[src/assert_macros.svh]
// Assertion helpers shared by the RTL. Every user names its clock clk and
// its synchronous active-low reset rst_n.
`ifndef ASSERT_MACROS_SVH
`define ASSERT_MACROS_SVH

// Same-cycle implication, checked outside reset.
`define DTRT_ASSERT_SAME(label, ante, cons) \
  label: assert property (@(posedge clk) disable iff (!rst_n) (ante) |-> (cons)) \
    else $error("dtrt assertion failed");

// Next-cycle implication, checked outside reset.
`define DTRT_ASSERT_NEXT(label, ante, cons) \
  label: assert property (@(posedge clk) disable iff (!rst_n) (ante) |=> (cons)) \
    else $error("dtrt assertion failed");

`endif

[src/dtrt_pkg.sv]
package dtrt_pkg;

  // Tile geometry. The tile size must be a power of two.
  localparam int TILE_SIZE  = 16;
  localparam int TILE_SHIFT = $clog2(TILE_SIZE);

  // Defaults for the top-level parameters.
  localparam int DEF_MAX_TILES_ACROSS = 64;
  localparam int DEF_MAX_TILES_DOWN   = 64;

  // Field widths.
  localparam int PX_W       = 11;
  localparam int ROW_OUT_W  = 6;
  localparam int START_W    = 6;
  localparam int LEN_W      = 7;
  localparam int OFFS_W     = 26;
  localparam int GRID_W     = 7;
  localparam int PITCH_W    = 16;
  localparam int BPP_W      = 6;
  localparam int CFG_IDX_W  = 2;
  localparam int CFG_DATA_W = 16;

  // Tile coordinate width: holds a rounded-up pixel edge in tiles, a grid
  // size and any row address.
  localparam int TC_RAW = PX_W - TILE_SHIFT + 1;
  localparam int TC_W   = (TC_RAW > 9) ? TC_RAW : 9;

  // Register reset values.
  localparam logic [GRID_W-1:0]  RST_TILES_ACROSS   = 7'd64;
  localparam logic [GRID_W-1:0]  RST_TILES_DOWN     = 7'd48;
  localparam logic [PITCH_W-1:0] RST_LINE_PITCH     = 16'd4096;
  localparam logic [BPP_W-1:0]   RST_BITS_PER_PIXEL = 6'd32;

  // Item kinds.
  localparam logic KIND_INVALIDATE = 1'b0;
  localparam logic KIND_FLUSH      = 1'b1;

  typedef enum logic [CFG_IDX_W-1:0] {
    CFG_TILES_ACROSS   = 2'd0,
    CFG_TILES_DOWN     = 2'd1,
    CFG_LINE_PITCH     = 2'd2,
    CFG_BITS_PER_PIXEL = 2'd3
  } cfg_idx_t;

  typedef enum logic [2:0] {
    ST_IDLE,
    ST_INV,
    ST_FL_START,
    ST_FL_LOAD,
    ST_SCAN,
    ST_EMPTY
  } ctl_state_t;

  // Commands from the controller to the datapath.
  typedef struct packed {
    logic accept;      // latch the incoming item
    logic inv_step;    // read the next row of an invalidate
    logic fl_read;     // read the row named by a flush
    logic fl_load;     // load the scan register and write the row back
    logic scan_step;   // advance the run scan by one tile
    logic emit_empty;  // load the empty-row result
  } ctl_cmd_t;

  // Status from the datapath to the controller.
  typedef struct packed {
    logic inv_more;    // rows remain to mark
    logic in_grid;     // flush row lies inside the grid
    logic scan_done;   // no run open and no dirty tile left
    logic any_run;     // the current flush reported at least one run
    logic out_free;    // the result register can take a new item
  } ctl_status_t;

endpackage

[src/dtrt_ctrl.sv]
`include "assert_macros.svh"

module dtrt_ctrl (
  input  logic                  clk,
  input  logic                  rst_n,
  input  logic                  in_valid,
  input  logic                  in_kind,
  output logic                  in_ready,
  input  dtrt_pkg::ctl_status_t status,
  output dtrt_pkg::ctl_cmd_t    cmd
);

  dtrt_pkg::ctl_state_t state_r;
  dtrt_pkg::ctl_state_t state_nxt;

  // State register.
  always_ff @(posedge clk) begin
    if (!rst_n) begin
      state_r <= dtrt_pkg::ST_IDLE;
    end else begin
      state_r <= state_nxt;
    end
  end

  // Next state and commands.
  always_comb begin
    state_nxt = state_r;
    cmd       = '0;
    in_ready  = 1'b0;
    case (state_r)
      dtrt_pkg::ST_IDLE: begin
        in_ready = 1'b1;
        if (in_valid) begin
          cmd.accept = 1'b1;
          state_nxt  = (in_kind == dtrt_pkg::KIND_FLUSH) ? dtrt_pkg::ST_FL_START
                                                        : dtrt_pkg::ST_INV;
        end
      end
      dtrt_pkg::ST_INV: begin
        if (status.inv_more) begin
          cmd.inv_step = 1'b1;
        end else begin
          state_nxt = dtrt_pkg::ST_IDLE;
        end
      end
      dtrt_pkg::ST_FL_START: begin
        if (status.in_grid) begin
          cmd.fl_read = 1'b1;
          state_nxt   = dtrt_pkg::ST_FL_LOAD;
        end else begin
          state_nxt = dtrt_pkg::ST_EMPTY;
        end
      end
      dtrt_pkg::ST_FL_LOAD: begin
        cmd.fl_load = 1'b1;
        state_nxt   = dtrt_pkg::ST_SCAN;
      end
      dtrt_pkg::ST_SCAN: begin
        if (status.scan_done) begin
          state_nxt = status.any_run ? dtrt_pkg::ST_IDLE : dtrt_pkg::ST_EMPTY;
        end else if (status.out_free) begin
          cmd.scan_step = 1'b1;
        end
      end
      dtrt_pkg::ST_EMPTY: begin
        if (status.out_free) begin
          cmd.emit_empty = 1'b1;
          state_nxt      = dtrt_pkg::ST_IDLE;
        end
      end
      default: begin
        state_nxt = dtrt_pkg::ST_IDLE;
      end
    endcase
  end

  // The scan register is loaded in the cycle after the row read.
  `DTRT_ASSERT_SAME(a_load_after_read, state_r == dtrt_pkg::ST_FL_LOAD,
                    $past(state_r) == dtrt_pkg::ST_FL_START)

endmodule

[config.mk]
export PLATFORM = sky130hd
export DESIGN_NAME = dtrt_ctrl
export DESIGN_NICKNAME = d
export VERILOG_FILES = /design/src/dtrt_pkg.sv /design/src/dtrt_ctrl.sv
export VERILOG_INCLUDE_DIRS = /design/src /design/src/src
export SDC_FILE = /design/constraint.sdc
export NUM_CORES = 1
export LEC_CHECK = 0
export ABC_AREA = 1
export BUFFER_PORTS_ARGS = -buffer_cell sky130_fd_sc_hd__buf_4
export CAP_MARGIN = 20
export CORE_AREA = 2 2 39 41
export CTS_BUF_LIST = sky130_fd_sc_hd__clkbuf_4 sky130_fd_sc_hd__clkbuf_8 sky130_fd_sc_hd__clkbuf_16
export DETAILED_ROUTE_END_ITERATION = 6
export DIE_AREA = 0 0 41 43
export HOLD_SLACK_MARGIN = 0.02
export MAX_ROUTING_LAYER = met4
export PLACE_DENSITY = 0.53
export SLEW_MARGIN = 20
export SYNTH_ARGS = -nofsm -noshare
export SYNTH_HDL_FRONTEND = slang
export SYNTH_SLANG_ARGS = --single-unit
[constraint.sdc]
create_clock -name clk -period 1.4 [get_ports clk]
set_input_delay 0.21 -clock clk [delete_from_list [all_inputs] [get_ports clk]]
set_output_delay 0.21 -clock clk [all_outputs]
set_load 0.01 [all_outputs]
== After elaboration in Yosys (flattened, before gate mapping) ==
Index checks and enable logic that the tools add are counted.

* Flip-flop bits (word level): 3
* Bits in latches: 0
* Memory bits (writable): 0
* ROM bits: 0
* Input bits: 9
* Word-level logic and storage cells: 32
* Memories kept: 0

* Add/subtract/negate cells: 0
* $mul: 0
* Div/mod/pow operators: 0
* Order comparisons: 0
* Equality and inequality tests: 9
* Shift operators: 0
* Muxes and demuxes: 20
* Bitwise operators: 0
* Reductions and logical operators: 2

{| class="wikitable"
|+ Operators by type and width
! kind !! number
|-
| 3-bit 2-to-1 mux || 6
|-
| 3-bit one-hot mux with 6 select lines || 1
|-
| 1-bit 2-to-1 mux || 12
|-
| 2-bit inequality test (second input constant) || 4
|-
| 3-bit by 2-bit equality test with 1-bit output (second input constant) || 2
|-
| 3-bit equality test (second input constant) || 2
|-
| 4-bit AND reduction || 1
|-
| 3-bit by 1-bit equality test with 1-bit output (second input constant) || 1
|-
| 3-bit zero test || 1
|-
| 2-bit 2-to-1 mux || 1
|}

== Longest topological paths before layout ==
* Depth in word-level cells: 3
* Depth in mapped cells: 7
* Depth with buffers taken out: 7

== Least setup slack after synthesis ==
Ideal clock, no wire load.

* Path kind: flip-flop to output port
* Start: register state_r[1]
* End: output cmd[3] in the netlist's numbering
* Arrival time: 0.803 ns
* Required time: 1.190 ns
* Path slack: 0.387 ns
* Stages on the path, launching flop included: 5
* Path buffers: 0
* Path through: dfxtp_1 inv_2 nor2_2 nand2_1 nor2_1

{| class="wikitable"
|+ RTL lines
! what !! line !! RTL
|-
| from (decl) || dtrt_ctrl.sv:13 || <nowiki>dtrt_pkg::ctl_state_t state_r;</nowiki>
|-
| from (signal assigned) || dtrt_ctrl.sv:19 || <nowiki>state_r <= dtrt_pkg::ST_IDLE;</nowiki>
|-
| from (signal assigned) || dtrt_ctrl.sv:21 || <nowiki>state_r <= state_nxt;</nowiki>
|-
| to (decl) || dtrt_ctrl.sv:10 || <nowiki>output dtrt_pkg::ctl_cmd_t cmd</nowiki>
|}

==> run_results.csv <==
group,metric,value,unit
status,outcome,"finished clean",
cells_and_area,largest_reg_flops,3,
detailed_routing,drt_wl_total,836,um
die,coreArea,0.00138,mm2
synth,yosysTopAreaCellShare,18.0,%
sta,drv_slew,0,
grt,grtUsageTotal,11.8,%
cells_and_area,syn_to_final_growth,47.6,%
synth,synth-simple-area-share,53.2,%
power_and_ir_drop,combPwrFrac,41.0,%
die,dieWidth,41,um
hold_path,hold-path-cell-count,3,
cells_and_area,nets,81,
cells_and_area,drive_above_1_share,56.3,%
synth,synth_xor_area_share,0,%
cts,ctsHtreeMaxLevel,1,
hold_path,holdPathEnd,"state_r[2]",
die,dieArea,0.00176,mm2
cts,cts_buffer_depth,2,
cts,clk_pin_slew_worst_paths,0.04,ns
setup_path,required,1.19,ns
power_and_ir_drop,internal_power,0.000315,W
synth,synth_top_family_by_area,"simple AND/OR/NAND/NOR gates",
synth,synth-async-reset-ratio,0,%
cells_and_area,top_regs,"state_r (3)",
sta,layout_setup_ws,0.0698,ns
power_and_ir_drop,power_leakage,0.267,nW
synth,yosys.area.top_type,"dfxtp_1",
power_and_ir_drop,power_frac_clock,35.2,%
power_and_ir_drop,finalPower,0.000496,W
placed_design,port-buffer-count,15,
cts,postCtsSetupBuffers,0,
setup_path,r2r_slack,0.33,ns
die,rows,14,
power_and_ir_drop,irDropWorstVdd,0.423,mV
synth,synth_fa_ha_area_share,0,%
detailed_routing,ant_nets,0,
synth,syn_area_per_cell,6.30,um2
cts,cts_made_buffers,3,
setup_path,rr_startpoint,"state_r[1]",
setup_path,reg2reg_depth,6,
grt,grt_pass1_vias,332,
power_and_ir_drop,power_switching,0.000181,W
synth,synth_compound_area_share,10.9,%
sta,clock.fmax,752,MHz
die,dieHeight,43,um
setup_path,cp_cell_sequence,"nor2_4 > nand3_2 > nor2_1 > buf_4",
cells_and_area,layout_commonest_cell,"buf_4",
sta,period_needed,1.33,ns
flow_run,cap_violations,0,
cts,worstSkewPairLatency,0.24,ns
hold_path,hold_path.class,"primary input to flip-flop",
cts,root_buffer,"clkbuf_4",
synth,synthesis.instances,53,
cts,postCtsHoldBufs,0,
placed_design,dp_slack,0.240,ns
setup_path,worst_setup_path_end_kind,"output port",
grt,grt_start_max_net_pins,10,
power_and_ir_drop,power_density,1010,mW/mm2
sta,worst_pin_slew,0.217,ns
synth,synth_ff_type,"dfxtp_1",
setup_path,critPathLaunchType,"flip-flop",
synth,synth-seq-cells,3,
grt,grt_overflow_total,0,
cts,cts_tree,"done",
setup_path,crit_fanout,5,
power_and_ir_drop,switching_share,36.5,%
setup_path,slowest_delay,0.34,ns
cts,cts.sinks,3,
detailed_routing,first_pass_iters,4,
detailed_routing,vias,388,
sta,rsz0062_at_grt,"no",
synth,yosys-top-cells-area,"dfxtp_1 18%, inv_1 10%, nand3_2 9.0%",
detailed_routing,routedWlPerCell,9.61,um
synth,yosysSeqAreaShare,18.0,%
setup_path,worstSetupPathType,"flip-flop to output port",
sta,finClkSkew,0.00401,ns
sta,final-setup-viol-count,0,
cells_and_area,diodes,0,
synth,syn_area,334,um2
hold_path,min-delay-start,"rst_n",
setup_path,critPathSlowestCell,"dfxtp_2",
sta,slew_headroom,85.5,%
synth,synth_fp_nets,62,
synth,synth-edff-count,0,
placed_design,gp_congestion,0.871,
cells_and_area,final_cell_mix,"15 x buf_4, 9 x inv_1, 8 x nor2_1, 5 x inv_2, 5 x nand3_1",
sta,finalSetupTns,0,ns
synth,synth.area.mux_share,0,%
die,ios,16,
die,start_util,24.1,%
detailed_routing,drtIter0Drc,9,
detailed_routing,drc,0,
detailed_routing,vias_per_cell,4.46,
setup_path,r2r-end,"state_r[0]",
cells_and_area,largest-register,"state_r",
sta,finalHoldViolations,0,
synth,ys_warn_count,0,
sta,finalCritPeriodShare,95.0,%
setup_path,worstPathArrival,1.12,ns
grt,grt_pass1_wl,1.30,mm
grt,antenna_found_initial,0,
placed_design,post-dp-hpwl,651,um
power_and_ir_drop,seq_power_share,23.8,%
sta,whs,0.227,ns
synth,synthDistinctLibCells,19,
how the worst max path moves through the flow:
stage          startpoint  depth (start not counted)         end
3_3_place_gp   state_r[2]                          5  state_r[1]
5_1_grt        state_r[1]                          4      cmd[1]
3_5_place_dp   state_r[2]                          6  state_r[2]
6_report       state_r[1]                          4      cmd[1]
4_1_cts        state_r[0]                          4      cmd[1]
2_1_floorplan  state_r[1]                          4      cmd[3]
critical path, delay by kind of cell (launching register included):
family / cells / cell delay, ns
flops: 1 / 0.34
buf+inv: 1 / 0.12
simple gates: 3 / 0.42
final cells by class:
cell class,count,area [um2]
Timing Repair Buffer,15,113
Fill cell,157,891
Clock buffer,4,30.0
Sequential cell,3,63.8
Tap cell,16,20.0
Multi-Input combinational cell,35,214
Inverter,14,52.6
cells in the mapped netlist (2+ instances only):
cell type	number
nand3_1	5
inv_2	5
dfxtp_1	3
nand2_2	2
nand2_1	4
nor2_4	2
nor2_1	8
nor2_2	3
inv_1	9
nand3_2	3
routing by layer:
layer	vias up	GRT usage, %	part of all wire [%]
met1	163	14.4	41
met5	-	-	0
met4	0	10.0	5.7
li1	195	-	-
met2	23	15.3	42
met3	7	3.14	11
repair_timing:
item                                    CTS  global route
pin swaps                                 0             1
resized for setup                         1             2
endpoints found under the setup margin    1             4
hold endpoints to repair                  0             0
power groups by stage:
stage | sequential (W) | clock [W] | combinational [W]
after floorplan | 0.000110 | 0 | 0.000143
after global placement | 0.000116 | 0 | 0.000204
after detailed placement | 0.000117 | 0 | 0.000203
after CTS | 0.000116 | 0.000179 | 0.000205
after global routing | 0.000119 | 0.000187 | 0.000227
final | 0.000118 | 0.000175 | 0.000203
per-stage QoR:
step | cells | utilization, % | instance area (um2)
after floorplan | 53 | - | 334
after CTS | 87 | 35.4 | 490
after global placement | 83 | 33.2 | 459
final | 87 | 35.6 | 493
after global routing | 87 | 35.6 | 493
after detailed placement | 83 | 33.2 | 459
logic make-up after synthesis:
| logic type | Yosys count |
|---|---|
| and+or+nand+nor | 30 |
| buffers and inverters | 15 |
| AOI/OAI and AO/OA | 5 |
| DFF | 3 |
Power figures use the tool's default switching activity.
