### src/assert_macros.svh
// Assertion helpers shared by the RTL. Every user names its clock clk and
// its synchronous active-low reset rst_n.
`ifndef ASSERT_MACROS_SVH
`define ASSERT_MACROS_SVH

// Same-cycle implication, checked outside reset.
`define DTRT_ASSERT_SAME(label, ante, cons) \
  label: assert property (@(posedge clk) disable iff (!rst_n) (ante) |-> (cons)) \
    else $error("dtrt assertion failed");

// Next-cycle implication, checked outside reset.
`define DTRT_ASSERT_NEXT(label, ante, cons) \
  label: assert property (@(posedge clk) disable iff (!rst_n) (ante) |=> (cons)) \
    else $error("dtrt assertion failed");

`endif

### src/dtrt_pkg.sv
package dtrt_pkg;

  // Tile geometry. The tile size must be a power of two.
  localparam int TILE_SIZE  = 16;
  localparam int TILE_SHIFT = $clog2(TILE_SIZE);

  // Defaults for the top-level parameters.
  localparam int DEF_MAX_TILES_ACROSS = 64;
  localparam int DEF_MAX_TILES_DOWN   = 64;

  // Field widths.
  localparam int PX_W       = 11;
  localparam int ROW_OUT_W  = 6;
  localparam int START_W    = 6;
  localparam int LEN_W      = 7;
  localparam int OFFS_W     = 26;
  localparam int GRID_W     = 7;
  localparam int PITCH_W    = 16;
  localparam int BPP_W      = 6;
  localparam int CFG_IDX_W  = 2;
  localparam int CFG_DATA_W = 16;

  // Tile coordinate width: holds a rounded-up pixel edge in tiles, a grid
  // size and any row address.
  localparam int TC_RAW = PX_W - TILE_SHIFT + 1;
  localparam int TC_W   = (TC_RAW > 9) ? TC_RAW : 9;

  // Register reset values.
  localparam logic [GRID_W-1:0]  RST_TILES_ACROSS   = 7'd64;
  localparam logic [GRID_W-1:0]  RST_TILES_DOWN     = 7'd48;
  localparam logic [PITCH_W-1:0] RST_LINE_PITCH     = 16'd4096;
  localparam logic [BPP_W-1:0]   RST_BITS_PER_PIXEL = 6'd32;

  // Item kinds.
  localparam logic KIND_INVALIDATE = 1'b0;
  localparam logic KIND_FLUSH      = 1'b1;

  typedef enum logic [CFG_IDX_W-1:0] {
    CFG_TILES_ACROSS   = 2'd0,
    CFG_TILES_DOWN     = 2'd1,
    CFG_LINE_PITCH     = 2'd2,
    CFG_BITS_PER_PIXEL = 2'd3
  } cfg_idx_t;

  typedef enum logic [2:0] {
    ST_IDLE,
    ST_INV,
    ST_FL_START,
    ST_FL_LOAD,
    ST_SCAN,
    ST_EMPTY
  } ctl_state_t;

  // Commands from the controller to the datapath.
  typedef struct packed {
    logic accept;      // latch the incoming item
    logic inv_step;    // read the next row of an invalidate
    logic fl_read;     // read the row named by a flush
    logic fl_load;     // load the scan register and write the row back
    logic scan_step;   // advance the run scan by one tile
    logic emit_empty;  // load the empty-row result
  } ctl_cmd_t;

  // Status from the datapath to the controller.
  typedef struct packed {
    logic inv_more;    // rows remain to mark
    logic in_grid;     // flush row lies inside the grid
    logic scan_done;   // no run open and no dirty tile left
    logic any_run;     // the current flush reported at least one run
    logic out_free;    // the result register can take a new item
  } ctl_status_t;

endpackage

### src/dtrt_dpath.sv
`include "assert_macros.svh"

module dtrt_dpath #(
  parameter int MAX_TILES_ACROSS = dtrt_pkg::DEF_MAX_TILES_ACROSS,
  parameter int MAX_TILES_DOWN   = dtrt_pkg::DEF_MAX_TILES_DOWN
) (
  input  logic                              clk,
  input  logic                              rst_n,
  input  dtrt_pkg::ctl_cmd_t                cmd,
  output dtrt_pkg::ctl_status_t             status,
  // Configuration port
  input  logic                              cfg_we,
  input  logic [dtrt_pkg::CFG_IDX_W-1:0]    cfg_index,
  input  logic [dtrt_pkg::CFG_DATA_W-1:0]   cfg_wdata,
  // Incoming item
  input  logic                              in_kind,
  input  logic [dtrt_pkg::PX_W-1:0]         in_left_px,
  input  logic [dtrt_pkg::PX_W-1:0]         in_top_px,
  input  logic [dtrt_pkg::PX_W-1:0]         in_right_px,
  input  logic [dtrt_pkg::PX_W-1:0]         in_bottom_px,
  input  logic [dtrt_pkg::ROW_OUT_W-1:0]    in_flush_row,
  // Result register
  input  logic                              out_ready,
  output logic                              out_valid,
  output logic [dtrt_pkg::ROW_OUT_W-1:0]    out_run_row,
  output logic [dtrt_pkg::START_W-1:0]      out_run_start,
  output logic [dtrt_pkg::LEN_W-1:0]        out_run_length,
  output logic [dtrt_pkg::OFFS_W-1:0]       out_byte_offset,
  output logic                              out_empty_row,
  output logic                              out_last
);

  localparam int MTA   = MAX_TILES_ACROSS;
  localparam int MTD   = MAX_TILES_DOWN;
  localparam int ROW_W = (MTD > 1) ? $clog2(MTD) : 1;
  localparam int CW    = $clog2(MTA + 1);
  localparam int TC_W  = dtrt_pkg::TC_W;
  localparam int GW    = dtrt_pkg::GRID_W;

  // Configuration registers.
  logic [GW-1:0]                    tiles_across_r;
  logic [GW-1:0]                    tiles_down_r;
  logic [dtrt_pkg::PITCH_W-1:0]     line_pitch_r;
  logic [dtrt_pkg::BPP_W-1:0]       bits_per_pixel_r;

  always_ff @(posedge clk) begin
    if (!rst_n) begin
      tiles_across_r   <= dtrt_pkg::RST_TILES_ACROSS;
      tiles_down_r     <= dtrt_pkg::RST_TILES_DOWN;
      line_pitch_r     <= dtrt_pkg::RST_LINE_PITCH;
      bits_per_pixel_r <= dtrt_pkg::RST_BITS_PER_PIXEL;
    end else if (cfg_we) begin
      case (dtrt_pkg::cfg_idx_t'(cfg_index))
        dtrt_pkg::CFG_TILES_ACROSS:   tiles_across_r   <= cfg_wdata[GW-1:0];
        dtrt_pkg::CFG_TILES_DOWN:     tiles_down_r     <= cfg_wdata[GW-1:0];
        dtrt_pkg::CFG_LINE_PITCH:     line_pitch_r     <= cfg_wdata;
        dtrt_pkg::CFG_BITS_PER_PIXEL: bits_per_pixel_r <= cfg_wdata[dtrt_pkg::BPP_W-1:0];
        default: begin
        end
      endcase
    end
  end

  // Effective grid, clipped to the storage size.
  logic [GW-1:0] w_eff;
  logic [GW-1:0] h_eff;

  always_comb begin
    w_eff = ({2'b00, tiles_across_r} < 9'(MTA)) ? tiles_across_r : GW'(MTA);
    h_eff = ({2'b00, tiles_down_r} < 9'(MTD)) ? tiles_down_r : GW'(MTD);
  end

  // Rectangle in tiles, rounded outward and clipped to the grid.
  logic [TC_W-1:0] cx0;
  logic [TC_W-1:0] cy0;
  logic [TC_W-1:0] cx1;
  logic [TC_W-1:0] cy1;
  logic [TC_W-1:0] cx1_clip;
  logic [TC_W-1:0] cy1_clip;
  logic [MTA-1:0]  rect_mask;
  logic [MTA-1:0]  grid_mask;

  always_comb begin
    cx0 = TC_W'(in_left_px >> dtrt_pkg::TILE_SHIFT);
    cy0 = TC_W'(in_top_px >> dtrt_pkg::TILE_SHIFT);
    cx1 = TC_W'(((dtrt_pkg::PX_W + 1)'(in_right_px) +
                 (dtrt_pkg::PX_W + 1)'(dtrt_pkg::TILE_SIZE - 1)) >> dtrt_pkg::TILE_SHIFT);
    cy1 = TC_W'(((dtrt_pkg::PX_W + 1)'(in_bottom_px) +
                 (dtrt_pkg::PX_W + 1)'(dtrt_pkg::TILE_SIZE - 1)) >> dtrt_pkg::TILE_SHIFT);
    cx1_clip = (cx1 > TC_W'(w_eff)) ? TC_W'(w_eff) : cx1;
    cy1_clip = (cy1 > TC_W'(h_eff)) ? TC_W'(h_eff) : cy1;
    for (int c = 0; c < MTA; c++) begin
      rect_mask[c] = (TC_W'(c) >= cx0) && (TC_W'(c) < cx1_clip);
      grid_mask[c] = (TC_W'(c) < TC_W'(w_eff));
    end
  end

  // Item registers: row counter (or flush row), end row and column mask.
  logic [TC_W-1:0] row_r;
  logic [TC_W-1:0] row_end_r;
  logic [MTA-1:0]  mask_r;

  always_ff @(posedge clk) begin
    if (cmd.accept) begin
      if (in_kind == dtrt_pkg::KIND_FLUSH) begin
        row_r <= TC_W'(in_flush_row);
      end else begin
        row_r <= cy0;
      end
      row_end_r <= cy1_clip;
      mask_r    <= rect_mask;
    end else if (cmd.inv_step) begin
      row_r <= row_r + TC_W'(1);
    end
  end

  // Dirty map: one word per tile row, with a valid bit per row that
  // reset clears so an unwritten row reads as clean.
  logic [MTA-1:0]   dirty_rows_r [MTD];
  logic [MTD-1:0]   row_valid_r;
  logic [MTA-1:0]   rd_q_r;
  logic             rd_vld_r;
  logic             inv_pend_r;
  logic [ROW_W-1:0] inv_addr_r;
  logic [MTA-1:0]   rd_data;
  logic             rd_en;
  logic [ROW_W-1:0] rd_addr;
  logic             wr_en;
  logic [ROW_W-1:0] wr_addr;
  logic [MTA-1:0]   wr_data;

  always_comb begin
    rd_en   = cmd.inv_step | cmd.fl_read;
    rd_addr = row_r[ROW_W-1:0];
    rd_data = rd_vld_r ? rd_q_r : '0;
    wr_en   = inv_pend_r | cmd.fl_load;
    wr_addr = inv_pend_r ? inv_addr_r : row_r[ROW_W-1:0];
    wr_data = inv_pend_r ? (rd_data | mask_r) : (rd_data & ~grid_mask);
  end

  always_ff @(posedge clk) begin
    if (wr_en) begin
      dirty_rows_r[wr_addr] <= wr_data;
    end
    if (rd_en) begin
      rd_q_r   <= dirty_rows_r[rd_addr];
      rd_vld_r <= row_valid_r[rd_addr];
    end
  end

  // Row valid bits and the pending read-modify-write of an invalidate.
  always_ff @(posedge clk) begin
    if (!rst_n) begin
      row_valid_r <= '0;
      inv_pend_r  <= 1'b0;
    end else begin
      if (wr_en) begin
        row_valid_r[wr_addr] <= 1'b1;
      end
      inv_pend_r <= cmd.inv_step;
    end
  end

  always_ff @(posedge clk) begin
    if (cmd.inv_step) begin
      inv_addr_r <= rd_addr;
    end
  end

  // Row part of the byte offset, computed while the row is read.
  logic [dtrt_pkg::OFFS_W-1:0] row_term_r;

  always_ff @(posedge clk) begin
    if (cmd.fl_read) begin
      row_term_r <= dtrt_pkg::OFFS_W'((32'(row_r) * 32'(line_pitch_r))
                                      << dtrt_pkg::TILE_SHIFT);
    end
  end

  // Run scan: the row word shifts down one tile a step.
  logic [MTA-1:0] bits_r;
  logic [CW-1:0]  col_r;
  logic [CW-1:0]  start_r;
  logic           run_on_r;
  logic           any_r;
  logic           emit_run;

  assign emit_run = cmd.scan_step && run_on_r && !bits_r[0];

  always_ff @(posedge clk) begin
    if (!rst_n) begin
      bits_r   <= '0;
      run_on_r <= 1'b0;
      any_r    <= 1'b0;
      col_r    <= '0;
    end else if (cmd.fl_load) begin
      bits_r   <= rd_data & grid_mask;
      run_on_r <= 1'b0;
      any_r    <= 1'b0;
      col_r    <= '0;
    end else if (cmd.scan_step) begin
      bits_r <= bits_r >> 1;
      col_r  <= col_r + CW'(1);
      if (!run_on_r && bits_r[0]) begin
        run_on_r <= 1'b1;
      end else if (emit_run) begin
        run_on_r <= 1'b0;
        any_r    <= 1'b1;
      end
    end
  end

  always_ff @(posedge clk) begin
    if (cmd.scan_step && !run_on_r && bits_r[0]) begin
      start_r <= col_r;
    end
  end

  // Column part of the byte offset for the run being reported.
  logic [31:0]                 col_prod;
  logic [dtrt_pkg::OFFS_W-1:0] run_offs;

  always_comb begin
    col_prod = (32'(start_r) * 32'(bits_per_pixel_r)) << dtrt_pkg::TILE_SHIFT;
    run_offs = row_term_r + dtrt_pkg::OFFS_W'(col_prod >> 3);
  end

  // Result register.
  logic                             out_valid_r;
  logic [dtrt_pkg::ROW_OUT_W-1:0]   out_run_row_r;
  logic [dtrt_pkg::START_W-1:0]     out_run_start_r;
  logic [dtrt_pkg::LEN_W-1:0]       out_run_length_r;
  logic [dtrt_pkg::OFFS_W-1:0]      out_byte_offset_r;
  logic                             out_empty_row_r;
  logic                             out_last_r;

  always_ff @(posedge clk) begin
    if (!rst_n) begin
      out_valid_r <= 1'b0;
    end else if (emit_run || cmd.emit_empty) begin
      out_valid_r <= 1'b1;
    end else if (out_ready) begin
      out_valid_r <= 1'b0;
    end
  end

  always_ff @(posedge clk) begin
    if (emit_run) begin
      out_run_row_r     <= row_r[dtrt_pkg::ROW_OUT_W-1:0];
      out_run_start_r   <= dtrt_pkg::START_W'(start_r);
      out_run_length_r  <= dtrt_pkg::LEN_W'(col_r - start_r);
      out_byte_offset_r <= run_offs;
      out_empty_row_r   <= 1'b0;
      out_last_r        <= (bits_r == '0);
    end else if (cmd.emit_empty) begin
      out_run_row_r     <= row_r[dtrt_pkg::ROW_OUT_W-1:0];
      out_run_start_r   <= '0;
      out_run_length_r  <= '0;
      out_byte_offset_r <= '0;
      out_empty_row_r   <= 1'b1;
      out_last_r        <= 1'b1;
    end
  end

  assign out_valid       = out_valid_r;
  assign out_run_row     = out_run_row_r;
  assign out_run_start   = out_run_start_r;
  assign out_run_length  = out_run_length_r;
  assign out_byte_offset = out_byte_offset_r;
  assign out_empty_row   = out_empty_row_r;
  assign out_last        = out_last_r;

  // Status back to the controller.
  always_comb begin
    status.inv_more  = (row_r < row_end_r);
    status.in_grid   = (row_r < TC_W'(h_eff));
    status.scan_done = !run_on_r && (bits_r == '0);
    status.any_run   = any_r;
    status.out_free  = !out_valid_r || out_ready;
  end

  // The invalidate write-back and the flush write-back never share a cycle.
  `DTRT_ASSERT_SAME(a_single_writer, inv_pend_r, !cmd.fl_load)
  // A run reported as last leaves the scan finished.
  `DTRT_ASSERT_NEXT(a_last_ends_scan, emit_run && (bits_r == '0), status.scan_done)
  // A run is only reported into a free result register.
  `DTRT_ASSERT_SAME(a_emit_when_free, emit_run || cmd.emit_empty,
                    !out_valid_r || out_ready)

endmodule

### config.mk
export PLATFORM = sky130hd
export DESIGN_NAME = dtrt_dpath
export DESIGN_NICKNAME = d
export VERILOG_FILES = /design/src/dtrt_pkg.sv /design/src/dtrt_dpath.sv
export VERILOG_INCLUDE_DIRS = /design/src /design/src/src
export SDC_FILE = /design/constraint.sdc
export NUM_CORES = 2
export LEC_CHECK = 0
export BUFFER_PORTS_ARGS = -buffer_cell sky130_fd_sc_hd__buf_4
export CAP_MARGIN = 20
export CORE_UTILIZATION = 45
export CTS_CLUSTER_SIZE = 30
export DETAILED_ROUTE_END_ITERATION = 16
export PLACE_DENSITY = 0.58
export SETUP_SLACK_MARGIN = 0.5
export SLEW_MARGIN = 20
export SYNTH_ARGS = -nofsm -noshare
export SYNTH_HDL_FRONTEND = slang
export SYNTH_SLANG_ARGS = --single-unit
### constraint.sdc
create_clock -name clk -period 6.7 [get_ports clk]
set_input_delay 1.005 -clock clk [delete_from_list [all_inputs] [get_ports clk]]
set_output_delay 1.005 -clock clk [all_outputs]
set_load 0.02 [all_outputs]
# ---- After elaboration in Yosys (flattened, before gate mapping)
# Memories as Yosys holds them, arrays and structs flattened. A register that Yosys moved wholly into a read port is not among the register bits.
# Index checks and enable logic that the tools add are counted.
dict set report word_totals {
  rom_bits 0
  mem_count 1
  regBits 340
  latchBits 0
  wordCells 369
  ramBits 4096
  output_inout_bits 53
  inputBits 79
}
# name words width read_ports rd_clocked_by_memory_dff write_ports line
set mem_list {}
lappend mem_list {dirty_rows_r 64 64 1 1 1 dtrt_dpath.sv:119} ;# logic [MTA-1:0] dirty_rows_r [MTD];
dict set report classes {
  add_sub_neg 6
  n_eq_ne 3
  muxes 32
  reduce_logical 90
  div 0
  bitwise 9
  order_cmp 201
  shifts 0
  n_mul 2
}
# op n
set ops {}
lappend ops {{less-than comparator 6 x 8 -> 1 bit, first input constant} 32}
lappend ops {{2-to-1 mux 64 bit} 4}
lappend ops {{greater-or-equal comparator 6 x 7 -> 1 bit, first input constant} 32}
lappend ops {{less-than comparator 6 x 7 -> 1 bit, first input constant} 32}
lappend ops {{bitwise AND 64 bit} 2}
lappend ops {{less-than comparator 5 x 8 -> 1 bit, first input constant} 16}
lappend ops {{OR 64 bit} 2}
lappend ops {{greater-or-equal comparator 5 x 7 -> 1 bit, first input constant} 16}
lappend ops {{less-than comparator 5 x 7 -> 1 bit, first input constant} 16}
lappend ops {{logical AND 1 bit} 71}
lappend ops {{zero test 64 bit} 1}
lappend ops {{less-than comparator 4 x 8 -> 1 bit, first input constant} 8}
lappend ops {{inverter 64 bit} 1}
lappend ops {{greater-or-equal comparator 4 x 7 -> 1 bit, first input constant} 8}
lappend ops {{less-than comparator 4 x 7 -> 1 bit, first input constant} 8}
lappend ops {{2-to-1 mux 26 bit} 2}
lappend ops {{2-to-1 mux 7 bit} 6}
lappend ops {{less-than comparator 3 x 8 -> 1 bit, first input constant} 4}
lappend ops {{2-to-1 mux 6 bit} 5}
lappend ops {{greater-or-equal comparator 3 x 7 -> 1 bit, first input constant} 4}
lappend ops {{less-than comparator 3 x 7 -> 1 bit, first input constant} 4}
lappend ops {{adder 26 x 14 -> 26 bit} 1}
lappend ops {{adder 11 x 4 -> 12 bit, second input constant} 2}
lappend ops {{multiplier 9 x 16 -> 22 bit} 1}
lappend ops {{32 further kinds} 65}

# ---- Longest topological paths before layout
dict set report depth {
  word_depth 6
  ltp_mapped 24
}

# ---- Worst setup path after synthesis
# Ideal clock, no wire load.
dict set report synth_path {
  kind {reg2reg}
  start {reg row_r[1]}
  end {reg row_term_r[24] (netlist name) (data pin)}
  t_required_ns 6.438
  t_arrival_ns 5.471
  slack_ns 0.967
  path_stages_with_launch 23
  setup_ns 0.262
  cell_sequence {edfxtp_1 -> clkbuf_1 -> buf_2 -> buf_1 -> buf_2 -> buf_2 -> clkbuf_1 -> nand2_1 -> fa_1 -> inv_1 -> fa_1 -> inv_1 -> fa_1 -> inv_1 -> fa_1 -> ha_1 -> a21oi_1 -> nand2b_1 -> o211ai_1 -> a21oi_1 -> a211oi_1 -> a21oi_1 -> xor2_1}
}
dict set report synth_between {
  elab_chain_len 1
}
# item line
set synth_lines {}
lappend synth_lines {{from (decl)} dtrt_dpath.sv:99} ;# logic [TC_W-1:0] row_r;
lappend synth_lines {{from (signal assigned)} dtrt_dpath.sv:106} ;# row_r <= TC_W'(in_flush_row);
lappend synth_lines {{from (signal assigned)} dtrt_dpath.sv:108} ;# row_r <= cy0;
lappend synth_lines {{from (signal assigned)} dtrt_dpath.sv:113} ;# row_r <= row_r + TC_W'(1);
lappend synth_lines {{multiplier 9 x 16 -> 22 bit} dtrt_dpath.sv:175} ;# row_term_r <= dtrt_pkg::OFFS_W'((32'(row_r) * 32'(line_pitch_r))
lappend synth_lines {{to (signal assigned)} dtrt_dpath.sv:175}
lappend synth_lines {{to (decl)} dtrt_dpath.sv:171} ;# logic [dtrt_pkg::OFFS_W-1:0] row_term_r;
# Every way passes these cells.
# A chain may end at the register's enable or synchronous reset.

# ---- Final worst setup path
dict set report layout_path {
  start {reg start_r[3]}
  end {reg out_byte_offset_r (netlist bit out_byte_offset[22]) (data pin)}
}
dict set report layout_between {
  elab_chain_len 3
}
# item line
set layout_lines {}
lappend layout_lines {{from (decl)} dtrt_dpath.sv:183} ;# logic [CW-1:0] start_r;
lappend layout_lines {{from (signal assigned)} dtrt_dpath.sv:215} ;# start_r <= col_r;
lappend layout_lines {{multiplier 7 x 6 -> 13 bit} dtrt_dpath.sv:224} ;# col_prod = (32'(start_r) * 32'(bits_per_pixel_r)) << dtrt_pkg::TILE_SHIFT;
lappend layout_lines {{adder 26 x 14 -> 26 bit} dtrt_dpath.sv:225} ;# run_offs = row_term_r + dtrt_pkg::OFFS_W'(col_prod >> 3);
lappend layout_lines {{2-to-1 mux 26 bit} dtrt_dpath.sv:248} ;# if (emit_run) begin
lappend layout_lines {{to (signal assigned)} dtrt_dpath.sv:252} ;# out_byte_offset_r <= run_offs;
lappend layout_lines {{to (decl)} dtrt_dpath.sv:233} ;# logic [dtrt_pkg::OFFS_W-1:0] out_byte_offset_r;
# Every way passes these cells.

==> metrics.md <==
| Metric | Value |
|---|---|
| Status | `complete, no violations` |
| Post-Place Cells | `13590` |
| Clk_skew | `71.03 ps` |
| Largest net degree at the start of global routing | `~120` |
| Synth cell types | `76` |
| YS warnings | `0` |
| Delay-heaviest family, CP | `adder cells` |
| Most common cell after layout, fill and taps aside | `edfxtp_1` |
| Placer Congestion | `0.9562` |
| Chip height | `roughly 630 um` |
| Setup TNS | `0 ps` |
| Routed len/inst | `35.61 um` |
| CP arrival | `6380 ps` |
| Clk_lat worst skew | `just over 1000 ps` |
| Setup Fix Bufs, Post-CTS | `0` |
| Period utilisation layout | `between 80 and 90%` |
| Post-CTS resize count | `0` |
| Post-layout minimum cycle time | `between 5000 and 6000 ps` |
| First drt pass iteration count | `6` |
| Highest metal layer with signal wires | `met5` |
| PwrDens | `314.4 nW/um^2` |
| Worst r2r src | `start_r[3]$_DFFE_PP_` |
| First-pass GRT wire length | `715.6 mm` |
| Die Footprint | `401800 um^2` |
| Most frequent cells in the layout | `edfxtp_1, mux4_2, clkbuf_16, buf_4, nor2_1` |
| Number of synthesized flops with an enable pin | `4322` |
| Hold EP | `out_empty_row$_SDFFE_PP0P_` |
| Slowest Stage Delay on Critical Path | `540 ps` |
| Sequential element share of the synthesized area | `74.19%` |
| Grt ovf | `0` |
| Maximum VDD drop | `0.2665 mV` |
| Initial Util | `45.31%` |
| Synth Cell Area | `179700 um^2` |
| HP Class | `input port to register` |
| Clk sink count | `4498` |
| Reg-to-Reg End | `out_byte_offset[22]$_SDFFCE_PN0P_` |
| CORE AREA | `396500 um^2` |
| # setup viols final | `0` |
| R2R depth | `21` |
| Worst endpoint required time | `between 7000 and 8000 ps` |
| Reg-to-reg slack, setup | `1010 ps` |
| Slowest cell on the critical path | `fa_1` |
| Clk slew on worst S/H paths | `60 ps` |
| Power Total | `64.19 mW` |
| Fmax | `175.6 MHz` |
| Prevailing post-synth register cell | `edfxtp_1` |
| Hold wc startpoint | `cmd[0]` |
| DPL Wire Length | `279.5 mm` |
| Max_cap viols | `0` |
| Dpl cell area | `189200 um^2` |
| CTS tree | `done` |
| Crit Path Category | `register to register` |
| Endpoints failing hold | `0` |
| Final net count | `between 9000 and 10000` |
| I/O pins | `roughly 130` |
| H-tree Lvls | `5` |
| DRT iter0 DRCs | `~11000` |
| Final non-filler cell total | `14440` |
| Syn Inst Count | `around 8400` |
| Vias | `89880` |
| Vias in the first global route | `90060` |
| Slew @ Worst Pin | `1169 ps` |
| Hold path cells | `3` |
| Routed Wire Length | `around 500 mm` |
| Max_slew headroom | `22.09%` |
| CTS Buf Count | `between 400 and 500` |
| Layout cells sized above 1 | `28.09%` |
| Seq cells post-synth | `between 4000 and 5000` |
| RSZ-0062 raised after global routing | `false` |
| Hold buffers post-CTS | `0` |
| Crit path buf inv count | `3` |
| WL met3 | `41.79 mm` |
| Fraction of registers with async set/reset | `0%` |
| Std cell rows | `231` |
| Avg Inst Size Synth | `roughly 21 um^2` |
| CTS Buffer Depth | `4` |
| Slew Limit Fails | `0` |
| Cell area after layout | `roughly 200000 um^2` |
| DRT met1 WL | `206.6 mm` |
| Initial antenna violation count | `25` |
| GRT Util Overall | `around 26%` |
| Die span in x | `633.9 um` |
| Crit Path Max Fanout | `7` |
| Post-route ant nets | `0` |
| Startpoint Class | `register` |
| Drt via density | `slightly above 6` |
| Cell Chain, Critical Path | `and2_1, fa_1, inv_1, fa_1, fa_1, inv_1, ha_1, a21oi_1, o21bai_1, a21oi_1, o21ai_0, nor4b_1, nor3_1, ha_1, nand2_1, a311o_1, a21boi_0, buf_4, nand4_1, xor2_1, nor2_1` |
| Root Driver | `clkbuf_16` |
| CP most frequent cell | `fa_1` |
| DR WL met2 | `between 200 and 250 mm` |
| Layout area overhead | `13.64%` |
| Crit end category | `register` |
| DRC Markers | `0` |
| IO Port Bufs | `122` |
| P_leak | `66.06 nW` |
-- worst max-delay path by stage --
stage / cells after the start / from / end / slack (ps)
final: 21 / start_r[3]$_DFFE_PP_ / out_byte_offset[22]$_SDFFCE_PN0P_ / 1010
after global routing: 21 / start_r[3]$_DFFE_PP_ / out_byte_offset[22]$_SDFFCE_PN0P_ / 640
after global placement: 13 / in_right_px[3] / mask_r[45]$_DFFE_PP_ / 820
after CTS: 21 / start_r[3]$_DFFE_PP_ / out_byte_offset[22]$_SDFFCE_PN0P_ / 960
after detailed placement: 13 / in_right_px[3] / mask_r[2]$_DFFE_PP_ / 920
after floorplan: 22 / row_r[1]$_DFFE_PP_ / row_term_r[24]$_DFFE_PP_ / 970
-- metal layers --
| layer | up-vias | global-route usage, % |
|---|---|---|
| met4 | 4 | 8.496 |
| li1 | 35640 | - |
| met2 | 4030 | 41.21 |
| met1 | 49340 | 35.66 |
| met3 | 857 | 4.424 |
| met5 | - | 0 |
-- worst min-delay path, cell delays in order --
cell	delay [ps]
buf_4	90
nor2_1	30
nor2_1	60
-- through the flow --
step | worst slack [ps] | hold slack (ps) | utilization, %
4_1_cts | 960.2 | 164.5 | 51.49
5_1_grt | 637.7 | 244.8 | 51.50
3_3_place_gp | 820.0 | 443.7 | 47.72
2_1_floorplan | 966.6 | 434.8 | -
6_report | 1007 | 230.8 | 51.50
3_5_place_dp | 924.4 | 456.9 | 47.72
-- power by group --
| part | internal, mW | switching (mW) |
|---|---|---|
| combinational | 2.90 | 3.94 |
| clock | 14.6 | 10.9 |
| sequential | 31.5 | 0.373 |
| total | 49.0 | 15.2 |
-- cell type report --
class | instances | area (um^2)
antenna | 6 | 15.01
clock buffer | 546 | 11940
clock inverter | 295 | 2983
fill | 30990 | 192300
inverter | 167 | 641.9
multi-input combinational | 3268 | 44860
sequential | 4498 | 133300
tap | 5242 | 6559
timing repair buffer | 417 | 3901
-- registers in the layout, indices dropped and copies added, names as in the netlist, 8 cells and up --
register and flops:
line_pitch_r 16, row_end_r 8, dirty_rows_r 4096, out_byte_offset 25, bits_r 64, mask_r 64, row_r 9, row_term_r 22
row_valid_r 64, rd_q_r 64
-- kinds of logic (layout without fill, tap and decap cells) --
group	after synthesis	after routing	synth area share, %
flops	4498	4498	74.19
mux	1466	1466	17.68
simple gates	1018	1018	2.567
buf+inv	623	1425	1.383
compound gates	485	485	1.775
fa+ha+maj	221	221	2.040
xor+xnor	76	76	0.3704
other cells	1	8	0.002087
-- synth_stat cells, types with 6 or more instances --
| cell | number | area, um^2 |
|---|---|---|
| inv_1 | 164 | 615.6 |
| fa_1 | 120 | 2402 |
| o22a_1 | 33 | 289.0 |
| a31oi_1 | 16 | 100.1 |
| nand3_1 | 65 | 325.3 |
| and3_1 | 17 | 106.4 |
| mux2_2 | 6 | 67.56 |
| a21o_1 | 24 | 180.2 |
| nand2_1 | 276 | 1036 |
| dfxtp_1 | 176 | 3523 |
| ha_1 | 101 | 1264 |
| clkbuf_1 | 300 | 1126 |
| nor3b_1 | 6 | 45.04 |
| o211ai_1 | 29 | 217.7 |
| nor2b_1 | 16 | 100.1 |
| edfxtp_1 | 4322 | 129800 |
| nand4_1 | 14 | 87.58 |
| a21oi_1 | 185 | 925.9 |
| a41oi_1 | 25 | 219.0 |
| or2_2 | 13 | 81.33 |
| buf_1 | 64 | 240.2 |
| mux4_2 | 1365 | 30740 |
| xnor2_1 | 38 | 332.8 |
| o21bai_1 | 8 | 60.06 |
| nor2_1 | 411 | 1543 |
| nor3_1 | 20 | 100.1 |
| nand2b_1 | 19 | 118.9 |
| mux2i_1 | 95 | 950.9 |
| a211oi_1 | 18 | 135.1 |
| o21a_1 | 6 | 45.04 |
| or3_1 | 9 | 56.30 |
| buf_2 | 81 | 405.4 |
| nor4_1 | 21 | 131.4 |
| a22oi_1 | 32 | 240.2 |
| buf_4 | 10 | 75.07 |
| o21ai_0 | 46 | 230.2 |
| and2_1 | 109 | 681.9 |
| xor2_1 | 38 | 332.8 |
| a21boi_0 | 6 | 45.04 |
| a2111oi_0 | 6 | 52.55 |
| a221oi_1 | 14 | 122.6 |
Note: power is estimated with default switching activity, not from simulation.
